[config.mk]
export PLATFORM = sky130hd
export DESIGN_NAME = acm_div
export DESIGN_NICKNAME = d
export VERILOG_FILES = /design/src/acm_pkg.sv /design/src/acm_div.sv
export SDC_FILE = /design/constraint.sdc
export NUM_CORES = 1
export LEC_CHECK = 0
export ABC_AREA = 1
export BUFFER_PORTS_ARGS = -buffer_cell sky130_fd_sc_hd__buf_2
export CAP_MARGIN = 20
export CORE_MARGIN = 2
export CORE_UTILIZATION = 49
export DETAILED_ROUTE_END_ITERATION = 10
export PLACE_DENSITY = 0.7
export SLEW_MARGIN = 15
export SYNTH_ARGS = -nofsm -noshare
export SYNTH_HDL_FRONTEND = slang
export SYNTH_SLANG_ARGS = --single-unit
[constraint.sdc]
create_clock -name clk -period 2.3 [get_ports clk]
set_input_delay 0.23 -clock clk [delete_from_list [all_inputs] [get_ports clk]]
set_output_delay 0.23 -clock clk [all_outputs]
set_load 0.005 [all_outputs]
[src/acm_pkg.sv]
package acm_pkg;

  localparam int MEM_WORDS_DEF = 1000;

  localparam int WORD_MIN = -9999;
  localparam int WORD_MAX = 9999;
  localparam int READ_MAX = 9998;

  // Result status codes
  localparam logic [3:0] ST_RAN         = 4'd0;
  localparam logic [3:0] ST_HALT        = 4'd1;
  localparam logic [3:0] ST_BAD_OP      = 4'd2;
  localparam logic [3:0] ST_BAD_OPERAND = 4'd3;
  localparam logic [3:0] ST_BAD_COUNTER = 4'd4;
  localparam logic [3:0] ST_OVERFLOW    = 4'd5;
  localparam logic [3:0] ST_DIV_ZERO    = 4'd6;
  localparam logic [3:0] ST_BAD_INPUT   = 4'd7;
  localparam logic [3:0] ST_NEG_EXP     = 4'd8;
  localparam logic [3:0] ST_WAIT        = 4'd9;

  // Print kinds
  localparam logic [1:0] PK_NONE    = 2'd0;
  localparam logic [1:0] PK_NUMBER  = 2'd1;
  localparam logic [1:0] PK_NEWLINE = 2'd2;

  // Request kinds
  localparam logic CMD_LOAD = 1'b0;
  localparam logic CMD_STEP = 1'b1;

  // Opcodes (word divided by 100)
  localparam logic [7:0] OP_READ    = 8'd10;
  localparam logic [7:0] OP_WRITE   = 8'd11;
  localparam logic [7:0] OP_NEWLINE = 8'd12;
  localparam logic [7:0] OP_LOAD    = 8'd20;
  localparam logic [7:0] OP_STORE   = 8'd21;
  localparam logic [7:0] OP_ADD     = 8'd30;
  localparam logic [7:0] OP_SUB     = 8'd31;
  localparam logic [7:0] OP_DIV     = 8'd32;
  localparam logic [7:0] OP_MUL     = 8'd33;
  localparam logic [7:0] OP_MOD     = 8'd34;
  localparam logic [7:0] OP_POW     = 8'd35;
  localparam logic [7:0] OP_BRANCH  = 8'd40;
  localparam logic [7:0] OP_BRNEG   = 8'd41;
  localparam logic [7:0] OP_BRZERO  = 8'd42;
  localparam logic [7:0] OP_HALT    = 8'd43;

  // Reciprocal of 100 scaled by 2^19, exact for values below 43699
  localparam logic [12:0] RECIP100    = 13'd5243;
  localparam int          RECIP_SHIFT = 19;

  typedef logic signed [14:0] word_t;

  function automatic logic word_ok(input logic signed [31:0] v);
    return (v >= WORD_MIN) && (v <= WORD_MAX);
  endfunction

  function automatic logic read_ok(input logic signed [31:0] v);
    return (v >= WORD_MIN) && (v <= READ_MAX);
  endfunction

endpackage

[src/acm_div.sv]
module acm_div (
  input  logic           clk,
  input  logic           rst_n,
  input  logic           start,
  input  acm_pkg::word_t dividend,
  input  acm_pkg::word_t divisor,
  output logic           done,
  output acm_pkg::word_t quotient,
  output acm_pkg::word_t remainder
);
  import acm_pkg::*;

  logic        run_r;
  logic        done_r;
  logic [3:0]  step_r;
  logic [14:0] q_r;
  logic [15:0] r_r;
  logic [14:0] d_r;
  logic        negq_r;
  logic        negr_r;
  logic [15:0] r_sh;
  logic [16:0] diff;

  // Shift in one dividend bit, trial subtract
  assign r_sh = {r_r[14:0], q_r[14]};
  assign diff = {1'b0, r_sh} - {2'b00, d_r};

  always_ff @(posedge clk) begin
    if (!rst_n) begin
      run_r  <= 1'b0;
      done_r <= 1'b0;
      step_r <= '0;
    end else begin
      done_r <= 1'b0;
      if (start) begin
        run_r  <= 1'b1;
        step_r <= '0;
        q_r    <= dividend[14] ? 15'(-dividend) : 15'(dividend);
        d_r    <= divisor[14] ? 15'(-divisor) : 15'(divisor);
        r_r    <= '0;
        negq_r <= dividend[14] ^ divisor[14];
        negr_r <= dividend[14];
      end else if (run_r) begin
        if (!diff[16]) begin
          r_r <= diff[15:0];
          q_r <= {q_r[13:0], 1'b1};
        end else begin
          r_r <= r_sh;
          q_r <= {q_r[13:0], 1'b0};
        end
        step_r <= step_r + 4'd1;
        if (step_r == 4'd14) begin
          run_r  <= 1'b0;
          done_r <= 1'b1;
        end
      end
    end
  end

  // Apply signs, truncating toward zero
  assign done      = done_r;
  assign quotient  = negq_r ? word_t'(-q_r) : word_t'(q_r);
  assign remainder = negr_r ? word_t'(-r_r[14:0]) : word_t'(r_r[14:0]);

endmodule

# Yosys cells after proc, flatten, opt, wreduce, memory -nomap -nowiden
# Index checks and enable logic that the tools add are counted.
# totals
word_cells	37
reg_bits	53
# op_classes
reduce_logical	5
muxes	13
n_addsub	6
bitwise_logic	3
n_eq_ne	1
# op_table
cell	n
$mux W15	7
$neg A15 Y15	4
$sub A16 B15 Y17	1
$mux W14	1
$mux W1	5
$add A4 B1 Y4 const B	1
$eq A4 B4 Y1 const B	1
$reduce_and A2 Y1	2
$reduce_or A3 Y1	1
$not A1 Y1	2
$reduce_bool A2 Y1	1
$reduce_or A2 Y1	1
$xor A1 B1 Y1	1

# Longest topological paths before layout
# Gate-level depths: netlist of the first run.
# logic_depth
depth_word	4
mapped_depth	14

# Worst setup path after synthesis of the first run
# OpenSTA, ideal clock, no wires.
# synth_path
path_kind	register to register
start	reg q_r[14]
end	reg r_r[2], data pin
path_stages_with_launch	14
setup_slack_ps	333
setup_time_ps	261
arrival_time_ps	1706
path_buffers	0
cell_sequence	edfxtp_1 -> inv_1 -> ha_1 -> fa_1 -> inv_1 -> nand2_1 -> nand2_1 -> nand3b_1 -> nand2_1 -> nand2_1 -> nand2_4 -> nor2_8 -> inv_2 -> o21ai_1
# synth_via
elab_chain_cells	3
# synth_rtl
element	line_no	source
start, declared	acm_div.sv:16	logic [14:0] q_r;
start signal, assigned	acm_div.sv:38	q_r <= dividend[14] ? 15'(-dividend) : 15'(dividend);
start signal, assigned	acm_div.sv:46	q_r <= {q_r[13:0], 1'b1};
start signal, assigned	acm_div.sv:49	q_r <= {q_r[13:0], 1'b0};
$sub A16 B15 Y17	acm_div.sv:26	assign diff = {1'b0, r_sh} - {2'b00, d_r};
$mux W15	acm_div.sv:44	if (!diff[16]) begin
$mux W15	acm_div.sv:43	end else if (run_r) begin
end signal, assigned	acm_div.sv:45	r_r <= diff[15:0];
end signal, assigned	acm_div.sv:48	r_r <= r_sh;
end, declared	acm_div.sv:17	logic [15:0] r_r;
# Every way passes these cells. The select of a mux whose other input is x is not followed.
# A chain may end at the register's enable or synchronous reset.

# Final worst setup path of the first run
# layout_path
start	reg q_r[0]
end	out quotient[11]
# layout_via
elab_chain_cells	2
# layout_rtl
element	line_no	source
$neg A15 Y15	acm_div.sv:62	assign quotient = negq_r ? word_t'(-q_r) : word_t'(q_r);
$mux W15	acm_div.sv:62	
end, declared	acm_div.sv:8	output acm_pkg::word_t quotient,
# Every way passes these cells.

==> out/qor.txt, run 1 <==
most used flip-flop cell after synthesis -> edfxtp_1
placed inst area -> 0.00478 mm^2
Wirelength per Cell -> 11.9 um
Critical Path Start Type -> register
DP HPWL -> 7610 um
Die Area -> 0.00959 mm^2
Die Wd -> 97.9 um
Reg power frac -> 42.8%
Skew-Pair Late Insertion Delay -> 0.31 ns
DR iter-0 viols -> 222
met2 routed WL -> 4250 um
via count -> 3980
CP required -> 2.07 ns
Slew HR -> 59.1%
final setup margin -> 0.130 ns
Cell Rows -> 34
min Tclk post-route -> 2.17 ns
fin nets -> 740
Cells after Synth -> 607
Comb pwr share -> 39.6%
clock root cell -> clkbuf_8
core area -> 0.00864 mm^2
final setup vio count -> 0
wl on met1 -> 4620 um
synth-to-layout area growth -> 15.8%
final hold vios -> 0
CTS tree -> yes
CTS Sinks -> 53
Via density -> 5.01
FFs w/ async S/R, synth -> 0%
Leakage -> 2.56 nW
Initial Util -> 50.1%
fin cells -> 794
first-pass iteration count of the detailed router -> 5
vias in the first global route -> 3599
first-pass GRT wire length -> 15700 um
Int Pwr -> 0.00187 W
Syn Nets -> 662
register bit total from synthesis -> 53
Global Route Usage Sum -> 19.7%
Clock Path Buffers -> 2
Max-cap violations -> 0
hold-fix buffer count after cts -> 0
Clock H-tree levels -> 2
Pwr Density -> 591 mW/mm^2
Port-buffer cells -> 63
part of the cycle the worst path needs -> 94.3%
critical path peak fanout -> 3
placed cells -> 775
TritonCTS Buffers -> 5
antenna violations before repair -> 0
post-synthesis average cell area -> 7.12 um^2
synth warn -> 0
Placer Congestion -> 0.861
main area contributors after synthesis -> edfxtp_1 33%, nand2_1 16%, inv_1 9.8%
leading area contributor after synthesis -> edfxtp_1
IO Pins -> 64
clock skew -> 0.0114 ns
Slew Limit Fails -> 0
Routed Antenna Nets -> 0
Net Switching -> 0.00109 W
Yosys cell types -> 34
clock transition at the registers of the reported paths -> 0.10 ns
max layer used -> met4
Setup WS pre-CTS -> 0.0594 ns
EDFF count, synth -> 47
CP arrival -> 1.94 ns
DRC viols -> 0
clock network fraction of total power -> 17.5%
CP Capture Type -> primary output
layout cell share with drive strength beyond 1 -> 17.3%
sequential share of the synthesized area -> 35.4%
WL met3 -> 522 um
largest net degree at the start of global routing -> 32
hold slack -> 0.157 ns
Remaining Overflow, GRT -> 0
f_max -> 461 MHz
Antenna Cells -> 0
Die Y -> 97.9 um
worst min path class -> in -> reg
final wirelength -> 9490 um
Synth top area share -> 32.6%
synthesized cell area -> 0.00432 mm^2
Switching Fraction -> 36.7%
final instance area -> 0.00501 mm^2
worst-case vdd ir drop -> 293 uV
Worst-Margin Slew -> 0.613 ns
status -> complete, no violations
Setup Crit Path Kind -> reg -> out
## state kept, by name, indices dropped and copies added, names as in the netlist
name and flops:
d_r 15, done 1, negq_r 1, negr_r 1, q_r 15, r_r 15, run_r 1, step_r 4
## cells in the mapped netlist (3+ instances only)
cell      count
o21ai_0      23
a21oi_1      16
o21ai_1       6
nand3b_1      4
nand2_1     185
o31ai_1       3
nor3_1        8
clkbuf_1      5
xor2_1       34
a31oi_1       5
inv_1       113
xnor2_1       9
buf_2         5
nor2_1       46
or2_2         6
ha_1         21
dfxtp_1       6
edfxtp_1     47
nand3_1      25
nand4_1      22
## critical path, cell delays in order, from the launching register on
cell and delay [ns]:
edfxtp_1 0.41, inv_2 0.10, buf_4 0.12, nand3_1 0.13, nor3_2 0.22, nand2_1 0.13, o21ai_0 0.22, xor2_1 0.18
buf_2 0.13
## through the flow
| step | utilization (%) | setup TNS, ns | power (W) |
|---|---|---|---|
| after CTS | 56.4 | 0 | 0.00291 |
| after global placement | 55.3 | 0 | 0.00237 |
| after floorplan | - | 0 | 0.00205 |
| after global routing | 58.0 | -0.0909 | 0.00318 |
| final | 58.0 | 0 | 0.00296 |
| after detailed placement | 55.3 | 0 | 0.00239 |
## kinds of logic (layout without fill, tap and decap cells)
kind of cell,Yosys count,after routing,synth area share [%]
simple gates,304,305,30.4
buf+inv,127,205,11.5
compound gates,58,58,7.35
flops,53,53,35.4
xor+xnor,43,43,8.71
fa+ha+maj,22,22,6.54
## cell usage in the layout (no fill, tap or decap), types with 2 or more instances in the layout
cell type  count
edfxtp_1      47
o21ai_1        7
ha_4           2
o21ai_0       22
xor2_1        34
ha_1          19
o211ai_1       2
inv_1        107
nand2_2        5
inv_2          7
dfxtp_1        6
nand3b_1       4
nand3_1       25
nor3_2         4
nor3_1         5
buf_2         63
nand2_1      181
inv_4          2
o31ai_1        3
nor2_1        46
xnor2_1        9
a21oi_1       15
or2_2          6
nand4_1       22
clkbuf_8       5
nor3b_1        2
buf_4         20
a31oi_1        5
## power by group through the flow
stage,logic (W),clock network (W),registers (W)
final,0.00117,0.000518,0.00127
after CTS,0.00111,0.000527,0.00127
after detailed placement,0.00111,0,0.00129
after global placement,0.00108,0,0.00128
after floorplan,0.000790,0,0.00126
after global routing,0.00135,0.000556,0.00128
## routing by layer
metal | GRT usage [%] | vias up
met3 | 2.15 | 6
met4 | 5.13 | 0
met5 | 0 | -
met2 | 32.5 | 110
li1 | - | 2087
met1 | 27.8 | 1777
## timing repair
item / CTS / global route
setup endpoints to repair: 4 / 27
buffers inserted: 0 / 10
gates cloned: 0 / 1
pin swaps: 0 / 4
gates resized for setup: 2 / 19
## layout make-up
class	count	area (um^2)
Fill cell	827	3630
Multi-Input combinational cell	428	2360
Sequential cell	53	1530
Timing Repair Buffer	83	465
Inverter	114	428
Tap cell	108	135
Clock buffer	6	72.6
Clock inverter	2	12.5
## final timing paths
check	start	end	slack, ns	depth (start not counted)
setup / recovery	q_r[0]	quotient[11]	0.13	8
hold / removal	divisor[0]	d_r[0]	0.16	1
setup reg to reg	q_r[14]	r_r[2]	0.16	13
hold reg to reg	step_r[3]	done	0.53	2
No activity file was read; power rests on OpenSTA's default activity.
==> run 2: changes to the inputs <==
--- a/config.mk
+++ b/config.mk
@@ -11,7 +11,7 @@
 export CORE_MARGIN = 2
 export CORE_UTILIZATION = 49
 export DETAILED_ROUTE_END_ITERATION = 10
-export PLACE_DENSITY = 0.7
+export PLACE_DENSITY = 0.73
 export SLEW_MARGIN = 15
 export SYNTH_ARGS = -nofsm -noshare
 export SYNTH_HDL_FRONTEND = slang
==> constraint.sdc (replaced) <==
create_clock -name clk -period 1.8 [get_ports clk]
set_input_delay 0.18 -clock clk [delete_from_list [all_inputs] [get_ports clk]]
set_output_delay 0.18 -clock clk [all_outputs]
set_load 0.005 [all_outputs]
==> run 2 against run 1 <==
Net effect: the flow now finishes with violations (setup timing); die area did not move; non-clock buffer count rose by 60; final cell count rose by 7.7%; final area rose by 19%; largest power group is now combinational cells.
==> out/qor.txt, run 2 (synthesis gave the netlist of run 1 again) <==
status -> finished with violations (was complete, no violations)
failing checks -> setup timing
CP Capture Type -> register (was primary output)
final setup margin -> -0.315 ns (was 0.130 ns)
layout cell share with drive strength beyond 1 -> 32.9% (was 17.3%)
synth-to-layout area growth -> 37.7% (was 15.8%)
via count -> 4571 (was 3980)
TNS Setup -> -6.96 ns (was 0 ns)
CP arrival -> 2.19 ns (was 1.94 ns)
Antenna Cells -> 0 (unchanged)
hold slack -> 0.0975 ns (was 0.157 ns)
core area -> 0.00864 mm^2 (unchanged)
fin nets -> 801 (was 740)
hold-fix buffer count after cts -> 0 (unchanged)
clock transition at the registers of the reported paths -> 0.10 ns (about the same)
Top delay family on crit path -> simple AND/OR/NAND/NOR gates (unchanged)
area of the multi-input gates -> 0.00276 mm^2 (was 0.00236 mm^2)
Port-buffer cells -> 63 (unchanged)
final wirelength -> 12600 um (was 9490 um)
Skew-Pair Late Insertion Delay -> 0.31 ns (about the same)
Global Route Usage Sum -> 23.5% (was 19.7%)
Critical Path Start Type -> register (unchanged)
worst reg2reg startpoint -> r_r[6] (was q_r[14])
final instance area -> 0.00595 mm^2 (was 0.00501 mm^2)
most frequent cells in the layout -> 156 x nand2_1, 99 x inv_1, 70 x buf_4 (was 181 x nand2_1, 107 x inv_1, 63 x buf_2)
# fillers -> 686 (was 827)
Remaining Overflow, GRT -> 0 (unchanged)
Initial Util -> 50.1% (unchanged)
slowest cell delay on critical path -> 0.44 ns (was 0.41 ns)
top flop regs -> d_r x15, q_r x15, r_r x15 (unchanged)
DP HPWL -> 8630 um (was 7610 um)
final core occ -> 68.9% (was 58.0%)
final setup vio count -> 34 (was 0)
unrepaired setup endpoints after global routing -> yes
DRC viols -> 0 (unchanged)
Placer Congestion -> 1.02 (was 0.861)
total power -> 0.00467 W (was 0.00296 W)
Slew HR -> 66.0% (was 59.1%)
vias in the first global route -> 4056 (was 3599)
placed inst area -> 0.00520 mm^2 (was 0.00478 mm^2)
antenna violations before repair -> 0 (unchanged)
f_max -> 473 MHz
Clock Path Buffers -> 2 (unchanged)
TritonCTS Buffers -> 5 (unchanged)
Routed Antenna Nets -> 0 (unchanged)
Die Y -> 97.9 um (unchanged)
Setup crit start -> r_r[6] (was q_r[0])
CTS Sinks -> 53 (unchanged)
Leakage -> 2.98 nW (was 2.56 nW)
clock root cell -> clkbuf_8 (unchanged)
Max-cap violations -> 0 (unchanged)
CP required -> 1.87 ns (was 2.07 ns)
FF/Latch Area -> 0.00153 mm^2 (unchanged)
Die Area -> 0.00959 mm^2 (unchanged)
Die Wd -> 97.9 um (unchanged)
Setup Crit Path Kind -> reg -> reg (was reg -> out)
IO Pins -> 64 (unchanged)
Via density -> 5.35 (was 5.01)
DR iter-0 viols -> 367 (was 222)
CP cell instances -> ha_1 -> buf_4 -> nand2_1 -> inv_1 -> nand2_1 -> nand2_1 -> a21oi_1 -> nand3_1 -> nand4_1 -> nand2_1 (was inv_2 -> buf_4 -> nand3_1 -> nor3_2 -> nand2_1 -> o21ai_0 -> xor2_1 -> buf_2)
first-pass iteration count of the detailed router -> 6 (was 5)
CTS tree -> yes (unchanged)
final hold vios -> 0 (unchanged)
Clock H-tree levels -> 2 (unchanged)
part of the cycle the worst path needs -> 118%
Worst-Margin Slew -> 0.511 ns (was 0.613 ns)
clock skew -> 0.0116 ns (was 0.0114 ns)
Wirelength per Cell -> 14.7 um (was 11.9 um)
Cell Rows -> 34 (unchanged)
worst-case vdd ir drop -> 389 uV (was 293 uV)
crit-path most repeated cell -> nand2_1
critical path peak fanout -> 3 (unchanged)
Crit-path slowest cell -> edfxtp_1 (unchanged)
min Tclk post-route -> 2.12 ns
first-pass GRT wire length -> 18500 um (was 15700 um)
commonest non-fill, non-tap cell in the layout -> nand2_1 (unchanged)
Slew Limit Fails -> 0 (unchanged)
worst min path class -> in -> reg (unchanged)
largest net degree at the start of global routing -> 31 (was 32)
hold_sp -> divisor[0] (unchanged)
Pwr Density -> 784 mW/mm^2 (was 591 mW/mm^2)
WP buf/inv -> 2 (was 3)
run 2: final timing paths:
| check | slack [ns] | end | cells after the start |
|---|---|---|---|
| worst min register to register | 0.51 | done | 2 |
| worst min-delay path | 0.1 | d_r[0] | 1 |
| worst max-delay path | -0.32 | r_r[13] | 10 |
| worst max register to register | -0.32 | r_r[13] | 10 |
run 2: where the power goes:
group          internal [W]  leakage, nW  switching, W  total [W]
combinational      0.000982         2.43       0.00125    0.00223
clock              0.000418       0.0554      0.000409   0.000828
sequential          0.00151        0.501     0.0000984    0.00161
run 2: layout make-up:
class,instances,area share (%)
well taps,108,2.27
clock inverters,2,0.652
multi-input cells,429,46.4
repair buffers,143,16.5
flip-flops and latches,53,25.7
clock buffers,6,1.22
inverters,114,7.23
run 2: stage by stage:
step / worst slack, ns / instances
finish: -0.315 / 855
global route: -0.404 / 855
CTS: -0.267 / 842
detailed placement: -0.165 / 818
global placement: -0.112 / 818
floorplan: -0.0403 / 607
run 2: timing repair:
item / 4_1_cts / 5_1_grt
cloned: 2 / 0
buffers inserted: 14 / 14
resized for setup: 43 / 62
pin swaps: 17 / 32
setup endpoints to repair: 36 / 40
endpoints found under the hold margin: 0 / 0
run 2: routing by layer:
| metal | wire length (um) | vias to the layer above | GRT usage [%] |
|---|---|---|---|
| li1 | - | 2220 | - |
| met1 | 5160 | 2120 | 30.8 |
| met2 | 6220 | 200 | 40.9 |
| met3 | 919 | 31 | 3.29 |
| met4 | 285 | 0 | 5.88 |
| met5 | 0 | - | 0 |
